[src/rtl/sbcc_pkg.sv]
// ----------------------------------------------------------------------------
// sbcc_pkg: shared types and constants of the segment/box collision checker
// Payload structs, the obstacle entry layout, codes and datapath widths.
// ----------------------------------------------------------------------------
package sbcc_pkg;

    typedef struct packed {
        logic               op;
        logic [5:0]         obstacle_index;
        logic signed [31:0] center_x;
        logic signed [31:0] center_y;
        logic [30:0]        extent_x;
        logic [30:0]        extent_y;
        logic signed [31:0] from_x;
        logic signed [31:0] from_y;
        logic signed [31:0] to_x;
        logic signed [31:0] to_y;
    } t_in;

    typedef struct packed {
        logic        path_free;
        logic [31:0] segment_length;
        logic        limit_hit;
    } t_out;

    typedef struct packed {
        logic signed [31:0] cen_x;
        logic signed [31:0] cen_y;
        logic [30:0]        ext_x;
        logic [30:0]        ext_y;
    } t_box;

    localparam logic OP_LOAD  = 1'b0;
    localparam logic OP_QUERY = 1'b1;

    localparam logic [1:0] REG_COUNT = 2'd0;
    localparam logic [1:0] REG_STEP  = 2'd1;
    localparam logic [1:0] REG_LIMIT = 2'd2;

    localparam logic [6:0]  COUNT_RESET = 7'd0;
    localparam logic [15:0] STEP_RESET  = 16'd655;
    localparam logic [19:0] LIMIT_RESET = 20'd65535;

    localparam int FRAC_EXTRA = 24;
    localparam int ROOT_IN_W  = 66;
    localparam int ROOT_W     = 33;
    localparam int DIV_NUM_W  = 72;
    localparam int DIV_DEN_W  = 33;
    localparam int INC_W      = 42;
    localparam int ACC_W      = 58;

    typedef enum logic [3:0] {
        S_IDLE,
        S_MAG,
        S_SQX,
        S_SQY,
        S_SUM,
        S_ROOT_GO,
        S_ROOT_WAIT,
        S_NDIV_GO,
        S_NDIV_WAIT,
        S_INCX_GO,
        S_INCX_WAIT,
        S_INCY_GO,
        S_INCY_WAIT,
        S_WALK_INIT,
        S_PROBE,
        S_FIN
    } t_state;

endpackage

[src/rtl/sbcc_sqrt.sv]
// ----------------------------------------------------------------------------
// sbcc_sqrt: iterative integer square root
// Two radicand bits per cycle for a 66-bit radicand.
// ----------------------------------------------------------------------------
module sbcc_sqrt (
    input  logic                            i_clk,
    input  logic                            i_rst_n,
    input  logic                            i_start,
    input  logic [sbcc_pkg::ROOT_IN_W-1:0]  i_radicand,
    output logic                            o_done,
    output logic [sbcc_pkg::ROOT_W-1:0]     o_root
);

    logic                           r_busy;
    logic                           r_done;
    logic [5:0]                     r_cnt;
    logic [sbcc_pkg::ROOT_IN_W-1:0] r_val;
    logic [35:0]                    r_rem;
    logic [sbcc_pkg::ROOT_W-1:0]    r_root;

    logic [35:0] rem_sh;
    logic [35:0] trial;
    logic        take;

    always_comb begin
        rem_sh = {r_rem[33:0], r_val[sbcc_pkg::ROOT_IN_W-1 -: 2]};
        trial  = {1'b0, r_root, 2'b01};
        take   = rem_sh >= trial;
    end

    always_ff @(posedge i_clk) begin
        if (!i_rst_n) begin
            r_busy <= 1'b0;
            r_done <= 1'b0;
        end else begin
            r_done <= 1'b0;
            if (i_start) begin
                r_busy <= 1'b1;
            end else if (r_busy && r_cnt == 6'd0) begin
                r_busy <= 1'b0;
                r_done <= 1'b1;
            end
        end
    end

    always_ff @(posedge i_clk) begin
        if (i_start) begin
            r_val  <= i_radicand;
            r_rem  <= '0;
            r_root <= '0;
            r_cnt  <= 6'd32;
        end else if (r_busy) begin
            r_val <= {r_val[sbcc_pkg::ROOT_IN_W-3:0], 2'b00};
            r_cnt <= r_cnt - 6'd1;
            if (take) begin
                r_rem  <= rem_sh - trial;
                r_root <= {r_root[sbcc_pkg::ROOT_W-2:0], 1'b1};
            end else begin
                r_rem  <= rem_sh;
                r_root <= {r_root[sbcc_pkg::ROOT_W-2:0], 1'b0};
            end
        end
    end

    assign o_done = r_done;
    assign o_root = r_root;

endmodule

[config.mk]
export PLATFORM = sky130hd
export DESIGN_NAME = sbcc_sqrt
export DESIGN_NICKNAME = d
export VERILOG_FILES = /design/src/rtl/sbcc_pkg.sv /design/src/rtl/sbcc_sqrt.sv
export SDC_FILE = /design/constraint.sdc
export NUM_CORES = 1
export LEC_CHECK = 0
export ABC_AREA = 1
export BUFFER_PORTS_ARGS = -buffer_cell sky130_fd_sc_hd__buf_4
export CAP_MARGIN = 20
export CORE_ASPECT_RATIO = 0.8
export CORE_UTILIZATION = 30
export DETAILED_ROUTE_END_ITERATION = 6
export SYNTH_ARGS = -nofsm -noshare
export SYNTH_HDL_FRONTEND = slang
export SYNTH_SLANG_ARGS = --single-unit
export TNS_END_PERCENT = 20
[constraint.sdc]
create_clock -name i_clk -period 4.7 [get_ports i_clk]
set_input_delay 0.235 -clock i_clk [delete_from_list [all_inputs] [get_ports i_clk]]
set_output_delay 0.235 -clock i_clk [all_outputs]
set_load 0.03 [all_outputs]
# Yosys cells after proc, flatten, opt, wreduce, memory -nomap -nowiden
# Index checks and enable logic that the tools add are counted.
[classes]
addsub = 2
magnitude_cmp = 1
mux = 7
bitwise = 1
reduce_logical = 5
[ops]
columns = ["operator", "count"]
rows = [
  ["$mux W66", 2],
  ["$ge A36 B35 Y1", 1],
  ["$mux W34", 1],
  ["$sub A34 B34 Y34", 1],
  ["$logic_not A6 Y1", 1],
  ["$sub A6 B1 Y6 const B", 1],
  ["$mux W1", 4],
  ["$reduce_bool A2 Y1", 2],
  ["$reduce_or A2 Y1", 1],
  ["$logic_and A1 B1 Y1", 1],
  ["$not A1 Y1", 1],
]
[word_totals]
ff_bits = 141
out_inout_bits = 34
wordCells = 22

# Longest topological paths before layout
[logic_depth]
word_depth = 4
mapped_depth = 18

# Worst setup path before layout
# OpenSTA, ideal clock, no wires.
[synth_timing]
kind = "flip-flop to flip-flop"
from = "register r_busy"
to = "register r_val[0] (netlist bit) (enable)"
setup_ns = 0.456
arrival_ns = 2.753
slack_ns = 1.491
stages_incl_launch_ff = 5
n_path_buf = 2
cell_sequence = "dfxtp_1 buf_2 nor2_1 inv_2 buf_1"
[synth_between]
elab_chain_cells = 1
[synth_rtl]
columns = ["item", "line_no", "text"]
rows = [
  ["start, declared", "sbcc_sqrt.sv:14", "logic r_busy;"],
  ["start signal, assigned", "sbcc_sqrt.sv:33", "r_busy <= 1'b0;"],
  ["start signal, assigned", "sbcc_sqrt.sv:38", "r_busy <= 1'b1;"],
  ["start signal, assigned", "sbcc_sqrt.sv:40", "r_busy <= 1'b0;"],
  ["$reduce_bool A2 Y1 (no source line)", "--", ""],
  ["end signal, assigned", "sbcc_sqrt.sv:48", "r_val <= i_radicand;"],
  ["end signal, assigned", "sbcc_sqrt.sv:53", "r_val <= {r_val[sbcc_pkg::ROOT_IN_W-3:0], 2'b00};"],
  ["end, declared", "sbcc_sqrt.sv:17", "logic [sbcc_pkg::ROOT_IN_W-1:0] r_val;"],
]
# No other way between the ends.
# A chain may end at the register's enable or synchronous reset.

# Worst setup path in the final report
[layout_timing]
from = "register r_root, in the netlist o_root[21]"
to = "register r_rem[27]"
[layout_between]
elab_chain_cells = 2
word_cells_on_any_way = 3
cone_classes = "add/sub (1); order compare (1); mux (1)"
[layout_rtl]
columns = ["item", "line_no", "text"]
rows = [
  ["start, declared", "sbcc_sqrt.sv:19", "logic [sbcc_pkg::ROOT_W-1:0] r_root;"],
  ["start signal, assigned", "sbcc_sqrt.sv:57", "r_root <= {r_root[sbcc_pkg::ROOT_W-2:0], 1'b1};"],
  ["start signal, assigned", "sbcc_sqrt.sv:60", "r_root <= {r_root[sbcc_pkg::ROOT_W-2:0], 1'b0};"],
  ["$sub A34 B34 Y34 or $ge A36 B35 Y1 (tied branches)", "sbcc_sqrt.sv:56, sbcc_sqrt.sv:28", ""],
  ["$mux W34 *", "sbcc_sqrt.sv:55", "if (take) begin"],
  ["end signal, assigned", "sbcc_sqrt.sv:56", "r_rem <= rem_sh - trial;"],
  ["end signal, assigned", "sbcc_sqrt.sv:59", "r_rem <= rem_sh;"],
  ["end, declared", "sbcc_sqrt.sv:18", "logic [35:0] r_rem;"],
]
# Mark *: on every way between the ends. The rest lies on a longest branch, timed or not.

==> metrics.txt <==
PortBufs=102; Nets=1416; Layout area overhead=20.2%; # rows=54; chip width=189 um; Worst setup SP type=flip-flop; HPWL Detailed=17.8 mm; design area=0.0100 mm2; Antenna Cells=0; Yosys warnings=0; worst rel slew slack=0.352; Yosys top cell area share=0.237; critical path cell sequence=inv_1, ha_1, nand2_1, inv_1, nand2_1, nand2_1, nand2_1, nand2_1, a21oi_2, nand4_4, nor2_2, nand2_1, nand3_1, nand2_1, inv_1; Distinct cells, synth=36; Synth Area per Inst=6.87 um2; First-pass DRT Iterations=5; Routed WL=24.0 mm; CP max stage cell=nor2_2; DP Area=0.00949 mm2; post-layout minimum cycle time=3260 ps; Buf/Inv on CP=3; Final Cycle Share=0.693; Skew-Pair Late Insertion Delay=440 ps; global-route wire length before repair=38.2 mm; remaining antenna violation count after routing=0; # DRC=0; layout cells sized above 1=0.122; Die Area=0.0285 mm2; Setup crit end=r_rem[27]; Via Count=7714; Via density=4.57; CTS clk-pin slew, worst paths=60 ps; instance count of the mapped netlist=1217; RSZ-0062 raised after global routing=false; total track usage=0.172; reg2reg end=r_rem[27]; worst hold path type=input pin to flip-flop; commonest non-fill, non-tap cells in the layout=486 x nand2_1, 175 x inv_1, 111 x buf_4; Synth Register Bits=141; max-cap viol count=0; Setup violations, final=0; clock tree root buffer cell=clkbuf_16; post-CTS setup buffers=0; CP Capture Type=flip-flop; grt ovf=0; worst-path fanout max=44; reg2reg start=o_root[21]; most common cell after layout, fill and taps aside=nand2_1; Setup Skew=16.2 ps; ranking of synthesized cells by area=edfxtp_1 24%, nand2_1 22%, dfxtp_1 18%; Crit path depth=15; syn_nets=1322; Max Used Layer=met4; cell family with most CP delay=simple AND/OR/NAND/NOR gates; CTS max path bufs=2; TritonCTS clock tree=built; most frequent CP cell=nand2_1; Iteration-0 DRC Markers=481; vias in the first global route=7222; Critical Path AT=3630 ps; total CTS buffers=17; initial antenna violation count=0; sequential element share of the synthesized area=0.417; Final Hold Viols=0; met3 WL=982 um; CTS Sinks=141; area leader, netlist=edfxtp_1; CTS resizes=0; WL/cell=14.2 um; status=finished clean; Final Max Slew Viols=0; CTS Hold Bufs=0; setup tns final=0 ps; r2r setup slk=1440 ps; crit path from=o_root[21]; Fmax=307 MHz; wire length on met2=10.0 mm; CP required=5070 ps; largest net degree at the start of global routing=72; worst slew pin tran=969 ps; Placer Congestion=0.936; Starting Density=0.306; core area=0.0273 mm2; H-tree depth=4; Filler Cells Inserted=2991; IO Pins=103; Post-Syn Area=0.00836 mm2; die height=151 um; Slowest Stage Delay on Critical Path=740 ps; WS Path Type=flip-flop to flip-flop; met1 WL=12.7 mm; R2R depth=15
## metal layers
layer	vias to the layer above	track usage
li1	4024	-
met1	3524	0.260
met2	147	0.249
met3	19	0.0313
met4	0	0.0456
met5	-	0
## cells in the mapped netlist
library cell and n:
a211oi_1 1, a21o_1 3, a21oi_1 38, a21oi_2 1, and2_1 3, buf_1 8
buf_2 1, buf_4 4, buf_6 2, clkbuf_1 21, clkinv_1 1, dfxtp_1 75
edfxtp_1 66, ha_1 36, inv_1 175, inv_2 3, nand2_1 486, nand2_2 3
nand3_1 70, nand3_2 2, nand4_1 8, nand4_4 1, nor2_1 98, nor2_2 10
nor3_1 21, nor4_1 2, o211ai_1 2, o21ai_0 13, o21ai_1 6, o21bai_1 4
o22ai_1 35, o31ai_1 2, or2_0 1, or2_2 1, xnor2_1 6, xor2_1 8
## worst min-delay path, stage by stage
cell and delay, ps:
buf_4 80, o211ai_1 80, inv_1 50
## state kept, by name, indices dropped and copies added, names as in the netlist
name and count:
r_cnt 6, o_done 1, o_root 33, r_rem 34, r_busy 1, r_val 66
## kinds of logic (layout without fill, tap and decap cells)
kind of cell               after synthesis  after routing  synth area share
and+or+nand+nor                        706            706             0.343
buffers and inverters                  215            322             0.100
DFF                                    141            141             0.417
AOI/OAI and AO/OA                      105            105            0.0721
adders and majority gates               36             36            0.0539
xor gates and xnor gates                14             14            0.0147
## per-stage QoR
step	std cells	worst slack, ps	hold slack (ps)	utilization
3_3_place_gp	1656	1520	455	0.348
6_report	1688	1440	41.4	0.368
3_5_place_dp	1656	1520	458	0.348
4_1_cts	1688	1490	21.3	0.368
2_1_floorplan	1217	1490	363	-
5_1_grt	1688	1170	39.5	0.368
## layout make-up
| type | instances | area [um2] | area share |
|---|---|---|---|
| flip-flops and latches | 141 | 3480 | 0.347 |
| clock buffers | 18 | 429 | 0.0427 |
| repair buffers | 111 | 833 | 0.0829 |
| inverters | 179 | 674 | 0.0671 |
| multi-input cells | 861 | 4040 | 0.402 |
| well taps | 364 | 455 | 0.0453 |
| clock inverters | 14 | 131 | 0.0131 |
## how the worst min path moves through the flow
stage	from	endpoint	depth (start not counted)
2_1_floorplan	i_rst_n	o_done	2
3_3_place_gp	r_cnt[0]	r_cnt[0]	2
3_5_place_dp	r_cnt[0]	r_cnt[0]	2
4_1_cts	i_rst_n	r_busy	3
5_1_grt	i_rst_n	o_done	3
6_report	i_rst_n	r_busy	3
Power is left out: the tool's default activity adds up to more than one toggle a clock period on the data nets, which glitch-free logic cannot reach.
