[src/rtl/sbcc_pkg.sv]
// ----------------------------------------------------------------------------
// sbcc_pkg: shared types and constants of the segment/box collision checker
// Payload structs, the obstacle entry layout, codes and datapath widths.
// ----------------------------------------------------------------------------
package sbcc_pkg;

    typedef struct packed {
        logic               op;
        logic [5:0]         obstacle_index;
        logic signed [31:0] center_x;
        logic signed [31:0] center_y;
        logic [30:0]        extent_x;
        logic [30:0]        extent_y;
        logic signed [31:0] from_x;
        logic signed [31:0] from_y;
        logic signed [31:0] to_x;
        logic signed [31:0] to_y;
    } t_in;

    typedef struct packed {
        logic        path_free;
        logic [31:0] segment_length;
        logic        limit_hit;
    } t_out;

    typedef struct packed {
        logic signed [31:0] cen_x;
        logic signed [31:0] cen_y;
        logic [30:0]        ext_x;
        logic [30:0]        ext_y;
    } t_box;

    localparam logic OP_LOAD  = 1'b0;
    localparam logic OP_QUERY = 1'b1;

    localparam logic [1:0] REG_COUNT = 2'd0;
    localparam logic [1:0] REG_STEP  = 2'd1;
    localparam logic [1:0] REG_LIMIT = 2'd2;

    localparam logic [6:0]  COUNT_RESET = 7'd0;
    localparam logic [15:0] STEP_RESET  = 16'd655;
    localparam logic [19:0] LIMIT_RESET = 20'd65535;

    localparam int FRAC_EXTRA = 24;
    localparam int ROOT_IN_W  = 66;
    localparam int ROOT_W     = 33;
    localparam int DIV_NUM_W  = 72;
    localparam int DIV_DEN_W  = 33;
    localparam int INC_W      = 42;
    localparam int ACC_W      = 58;

    typedef enum logic [3:0] {
        S_IDLE,
        S_MAG,
        S_SQX,
        S_SQY,
        S_SUM,
        S_ROOT_GO,
        S_ROOT_WAIT,
        S_NDIV_GO,
        S_NDIV_WAIT,
        S_INCX_GO,
        S_INCX_WAIT,
        S_INCY_GO,
        S_INCY_WAIT,
        S_WALK_INIT,
        S_PROBE,
        S_FIN
    } t_state;

endpackage

[src/rtl/sbcc_div.sv]
// ----------------------------------------------------------------------------
// sbcc_div: restoring serial divider
// One quotient bit per cycle.
// ----------------------------------------------------------------------------
module sbcc_div (
    input  logic                            i_clk,
    input  logic                            i_rst_n,
    input  logic                            i_start,
    input  logic [sbcc_pkg::DIV_NUM_W-1:0]  i_num,
    input  logic [sbcc_pkg::DIV_DEN_W-1:0]  i_den,
    output logic                            o_done,
    output logic [sbcc_pkg::DIV_NUM_W-1:0]  o_quot
);

    logic                           r_busy;
    logic                           r_done;
    logic [6:0]                     r_cnt;
    logic [sbcc_pkg::DIV_NUM_W-1:0] r_q;
    logic [sbcc_pkg::DIV_DEN_W-1:0] r_rem;
    logic [sbcc_pkg::DIV_DEN_W-1:0] r_den;

    logic [sbcc_pkg::DIV_DEN_W:0] rem_sh;
    logic [sbcc_pkg::DIV_DEN_W:0] rem_sub;
    logic                         ge;

    always_comb begin
        rem_sh  = {r_rem, r_q[sbcc_pkg::DIV_NUM_W-1]};
        ge      = rem_sh >= {1'b0, r_den};
        rem_sub = rem_sh - {1'b0, r_den};
    end

    always_ff @(posedge i_clk) begin
        if (!i_rst_n) begin
            r_busy <= 1'b0;
            r_done <= 1'b0;
        end else begin
            r_done <= 1'b0;
            if (i_start) begin
                r_busy <= 1'b1;
            end else if (r_busy && r_cnt == 7'd0) begin
                r_busy <= 1'b0;
                r_done <= 1'b1;
            end
        end
    end

    always_ff @(posedge i_clk) begin
        if (i_start) begin
            r_q   <= i_num;
            r_rem <= '0;
            r_den <= i_den;
            r_cnt <= 7'(sbcc_pkg::DIV_NUM_W - 1);
        end else if (r_busy) begin
            r_cnt <= r_cnt - 7'd1;
            r_q   <= {r_q[sbcc_pkg::DIV_NUM_W-2:0], ge};
            r_rem <= ge ? rem_sub[sbcc_pkg::DIV_DEN_W-1:0]
                        : rem_sh[sbcc_pkg::DIV_DEN_W-1:0];
        end
    end

    assign o_done = r_done;
    assign o_quot = r_q;

endmodule

[config.mk]
export PLATFORM = sky130hd
export DESIGN_NAME = sbcc_div
export DESIGN_NICKNAME = d
export VERILOG_FILES = /design/src/rtl/sbcc_pkg.sv /design/src/rtl/sbcc_div.sv
export SDC_FILE = /design/constraint.sdc
export NUM_CORES = 1
export LEC_CHECK = 0
export BUFFER_PORTS_ARGS = -buffer_cell sky130_fd_sc_hd__buf_2
export CAP_MARGIN = 20
export CORE_UTILIZATION = 23
export DETAILED_ROUTE_END_ITERATION = 12
export GPL_ROUTABILITY_DRIVEN = 0
export GPL_TIMING_DRIVEN = 0
export PLACE_DENSITY_LB_ADDON = 0.08
export SYNTH_ARGS = -nofsm -noshare
export SYNTH_HDL_FRONTEND = slang
export SYNTH_SLANG_ARGS = --single-unit
[constraint.sdc]
create_clock -name i_clk -period 3.36 [get_ports i_clk]
set_clock_uncertainty 0.15 [all_clocks]
set_input_delay 0.168 -clock i_clk [delete_from_list [all_inputs] [get_ports i_clk]]
set_output_delay 0.168 -clock i_clk [all_outputs]
set_load 0.01 [all_outputs]
# Word level (Yosys, flattened, before mapping)
# Index checks and enable logic that the tools add are counted.
# Widths: inputs -> output; s select.
[totals]
ff_bits = 147
in_bits = 108
output_inout_bits = 73
word_cells = 21
[op_classes]
n_lt_le_gt_ge = 1
reduce_logical = 5
bitwise = 1
n_mux = 6
add_sub_neg = 2
[ops]
columns = ["cell", "count"]
rows = [
  ["$mux 72", 2],
  ["$ge 34x33->1", 1],
  ["$mux 33", 1],
  ["$sub 33x33->33", 1],
  ["$logic_not 7->1", 1],
  ["$sub 7x1->7 const B", 1],
  ["$reduce_bool 2->1", 2],
  ["$mux 1", 3],
  ["$reduce_or 2->1", 1],
  ["$logic_and 1x1->1", 1],
  ["$not 1->1", 1],
]

# Depth between registers and ports, before layout
[depth]
word_depth = 4
mapped_depth = 13
mapped_depth_nobuf = 12

# Least setup slack after synthesis
# No wires, ideal clock.
[synth_path]
kind = "register to register"
from = "register r_q (netlist bit o_quot[71])"
to = "register r_q (netlist bit o_quot[0]) (data pin)"
setup_ns = 0.268
n_path_buf = 2
period_less_slack_ns = 3.014
stages_incl_launch_ff = 13
arrival_time_ns = 2.596
setup_slack_ns = 0.346
required_time_ns = 2.942
cell_sequence = "edfxtp_1 > inv_1 > ha_1 > inv_1 > fa_1 > a21oi_2 > o221ai_2 > o221ai_2 > a31oi_4 > a211oi_4 > buf_6 > buf_2 > mux2i_1"
[synth_via]
elab_chain_cells = 3
[synth_lines]
columns = ["element", "line_no", "source"]
rows = [
  ["from (decl)", "sbcc_div.sv:18", "logic [sbcc_pkg::DIV_NUM_W-1:0] r_q;"],
  ["from (signal assigned)", "sbcc_div.sv:49", "r_q <= i_num;"],
  ["from (signal assigned)", "sbcc_div.sv:55", "r_q <= {r_q[sbcc_pkg::DIV_NUM_W-2:0], ge};"],
  ["$ge 34x33->1", "sbcc_div.sv:28", "ge = rem_sh >= {1'b0, r_den};"],
  ["$mux 72", "sbcc_div.sv:53", "end else if (r_busy) begin"],
  ["$mux 72", "sbcc_div.sv:48", "if (i_start) begin"],
]
# No other way between the ends. The select of a mux whose other input is x is not followed.
# A chain may end at the register's enable or synchronous reset.

# Worst setup path after layout
[layout_path]
from = "register r_den[1] in the netlist's numbering"
to = "register r_rem[23] in the netlist's numbering"
[layout_via]
elab_chain_cells = 2
word_cells_on_any_way = 3
cone_classes = "add/sub: 1; order compare: 1; mux: 1"
[layout_lines]
columns = ["element", "line_no", "source"]
rows = [
  ["from (decl)", "sbcc_div.sv:20", "logic [sbcc_pkg::DIV_DEN_W-1:0] r_den;"],
  ["from (signal assigned)", "sbcc_div.sv:51", "r_den <= i_den;"],
  ["$sub 33x33->33 / $ge 34x33->1 (equally long branches)", "sbcc_div.sv:29, sbcc_div.sv:28", ""],
  ["$mux 33 *", "sbcc_div.sv:56", "r_rem <= ge ? rem_sub[sbcc_pkg::DIV_DEN_W-1:0]"],
  ["to (signal assigned)", "sbcc_div.sv:56", ""],
  ["to (decl)", "sbcc_div.sv:19", "logic [sbcc_pkg::DIV_DEN_W-1:0] r_rem;"],
]
# Mark *: on every way between the ends. The rest lies on a longest branch, timed or not.

==> flow_summary_export.csv <==
group,metric,value,unit
cts,clk_pin_slew_worst_paths,70,ps
sta,hold_viol,0,
power,p_comb_share,18.7,%
cells_and_area,fillers,3523,
power,peakVddDrop,351,uV
synth,synth_xor_xnor_area_share,3.22,%
synth,synth_top_family_by_area,"compound AO/OA/AOI/OAI gates",
detailed_routing,postRouteAntennaNets,0,
cts,clock-sinks,147,
global_routing,grt_util_all_layers,13.7,%
floorplanning,ios,181,
synth,synth-edff-count,105,
synth,synth_area_leaders,"edfxtp_1 (40%), dfxtp_1 (11%), mux2_2 (10%), ha_1 (5.4%), a21oi_1 (2.9%)",
cells_and_area,multi_input_area,0.00356,mm^2
run,max_cap_violations,0,
synth,synth_fa_ha_area_share,5.66,%
synth,synth_ff_type,"edfxtp_1",
setup_path,setup.worst_path.end_class,"flop",
synth,synth_mux_area_share,11.3,%
setup_path,critPathRequiredTime,3510,ps
cts,cts_buffers,17,
detailed_routing,vias_per_cell,4.36,
cells_and_area,antenna_cells,0,
power,seqPwrFrac,42.4,%
cts,cts_tree,"yes",
detailed_routing,drc,0,
sta,postLayoutSetupSlackWorst,161,ps
synth,synth_simple_gate_area_share,9.63,%
synth,synthArstFlopShare,0,%
synth,synth-seq-area-share,50.7,%
placed_design,numPlacedInstances,1327,
synth,syn_nets,841,
detailed_routing,drt_first_pass_iters,4,
cells_and_area,final_cell_mix,"buf_2 (189), dlygate4sd3_1 (106), edfxtp_1 (105)",
sta,fmax,0.313,GHz
cells_and_area,layout_commonest_cell,"buf_2",
setup_path,crit_fanout,7,
global_routing,grt_pass1_wl,37700,um
placed_design,portBuffers,180,
power,power.density,466,mW/mm^2
global_routing,grt_max_degree,57,
cells_and_area,nets,1151,
setup_path,r2r-end,"r_rem[23]",
floorplanning,start_util,23.4,%
sta,relSlewSlack,37.1,%
power,p_sw,1.48,mW
cells_and_area,seq_area,0.00399,mm^2
synth,synth_compound_area_share,14.9,%
sta,drv_slew,0,
cts,cts_buffer_depth,2,
cts,h-tree-depth,4,
synth,ys_ff_latch,147,
global_routing,overflow,0,
placed_design,post-place-ws,-295,ps
cells_and_area,drive_above_1_share,31.6,%
cells_and_area,finalNonFillerCells,1469,
placed_design,hpwl,16300,um
floorplanning,die_area,0.0350,mm^2
cts,clkLatencyLatePin,440,ps
floorplanning,dieWidth,187,um
floorplanning,placementRows,67,
synth,syn_inst,698,
synth,syn_avg_cell_area,11.3,um^2
cells_and_area,area_growth,40.9,%
sta,worst_pin_slew,944,ps
detailed_routing,wl,23200,um
synth,yosysTopAreaCell,"edfxtp_1",
detailed_routing,drt-wirelength-per-cell,15.8,um
cts,cts-root-buf,"clkbuf_16",
setup_path,critPathArrivalTime,3350,ps
detailed_routing,drt_iter0_markers,245,
sta,period_needed,3200,ps
detailed_routing,vias,6401,
status,status,"finished, final reports clean",
synth,synth_top_area_share,40.0,%
synth,syn_area,0.00788,mm^2
power,power_leakage,4.55,nW
floorplanning,die_y,187,um
power,clkPwrFrac,38.9,%
power,internal-power,3.69,mW
global_routing,antenna_found_initial,0,
synth,synthDistinctLibCells,63,
synth,yosys_warnings,0,
setup_path,timing.rr.start,"r_den[1]",
sta,finalSetupViolCount,0,
power,power.share.switching,28.6,%
sta,rsz0062_at_grt,"no",
min_path,whs_path_depth,1,
min_path,whs_endpoint,"r_den[13]",
setup_path,critPathKind,"flop to flop",
setup_path,critPathLaunchType,"flop",
floorplanning,core_area,0.0336,mm^2
setup_path,rrSetupSlack,160,ps
setup_path,reg2regPathDepth,10,
global_routing,grt_pass1_vias,6912,
sta,fin_crit_sh,95.2,%
min_path,hp-class,"primary input to flop",
min_path,hp-start,"i_start",
==> layout make-up <==
| class | count | share of cell area [%] |
|---|---|---|
| clock buffers | 17 | 3.83 |
| inverters | 46 | 1.58 |
| well taps | 448 | 5.05 |
| clock inverters | 15 | 1.53 |
| multi-input cells | 466 | 32.1 |
| repair buffers | 293 | 18.4 |
| plain buffers | 37 | 1.60 |
| flip-flops and latches | 147 | 36.0 |
==> metrics by stage <==
stage | total power, mW | utilization, % | hold slack, ps | area [um^2] | TNS (ps)
after floorplan | 2.77 | - | 117 | 7880 | 0
after global placement | 3.10 | 27.8 | 196 | 9340 | -112010
after detailed placement | 3.10 | 27.9 | 196 | 9370 | -5230
after CTS | 5.26 | 32.9 | 262 | 11100 | 0
after global routing | 5.44 | 33.0 | 280 | 11100 | 0
final | 5.17 | 33.0 | 290 | 11100 | 0
==> per-layer routing <==
metal,up-vias,part of all wire (%),GRT usage (%),wire length [um]
met4,0,0.75,3.22,174
met1,3025,48,17.9,11100
met2,156,45,21.7,10400
li1,3211,-,-,-
met3,9,6.5,4.80,1510
met5,-,0,0,0
==> sequential cells by signal, indices dropped and copies added (netlist names) <==
register / count
r_den: 33
o_done: 1
o_quot: 72
r_cnt: 7
r_busy: 1
r_rem: 33
==> cells by family (layout without fill, tap and decap cells) <==
family / after synthesis / in the layout
DFF: 147 / 147
and+or+nand+nor: 158 / 158
AOI/OAI and AO/OA: 164 / 164
muxes: 80 / 80
xor gates and xnor gates: 29 / 29
adders and majority gates: 35 / 35
buffers and inverters: 85 / 408
==> timing repair <==
action	4_1_cts	5_1_grt
setup buffers	5	1
hold buffers	106	0
resized for setup	1	7
endpoints found under the hold margin	107	0
pin swaps	3	4
endpoints found under the setup margin	33	32
==> power groups by stage <==
stage,sequential [mW],clock (mW),combinational [mW]
detailed placement,2.23,0,0.867
floorplan,2.26,0,0.505
CTS,2.20,2.10,0.970
global route,2.21,2.15,1.08
global placement,2.24,0,0.865
finish,2.19,2.01,0.966
==> worst max-delay path, stage by stage, from the launching register on <==
cell and delay [ps]:
edfxtp_1 370, inv_1 120, ha_1 250, nor2b_1 150
o31a_1 310, o31ai_4 400, o221ai_2 250, a311oi_4 570
nor3_1 100, o311ai_1 270, a21oi_1 100
==> Yosys cell counts (14+ instances only) <==
cell type / count
inv_1: 46
dfxtp_1: 42
mux2_2: 71
clkbuf_1: 22
nand2_1: 42
o21ai_0: 22
ha_1: 34
nor3_1: 14
a21oi_1: 46
a211oi_1: 17
xnor2_1: 21
nor2_1: 49
edfxtp_1: 105
==> worst max path at each step <==
stage	start	end
after CTS	o_quot[71]	r_rem[20]
after floorplan	o_quot[71]	o_quot[0]
after detailed placement	o_quot[71]	o_quot[0]
after global placement	i_start	o_quot[9]
after global routing	o_quot[71]	r_rem[20]
final	r_den[1]	r_rem[23]
(Power assumes the default switching activity.)
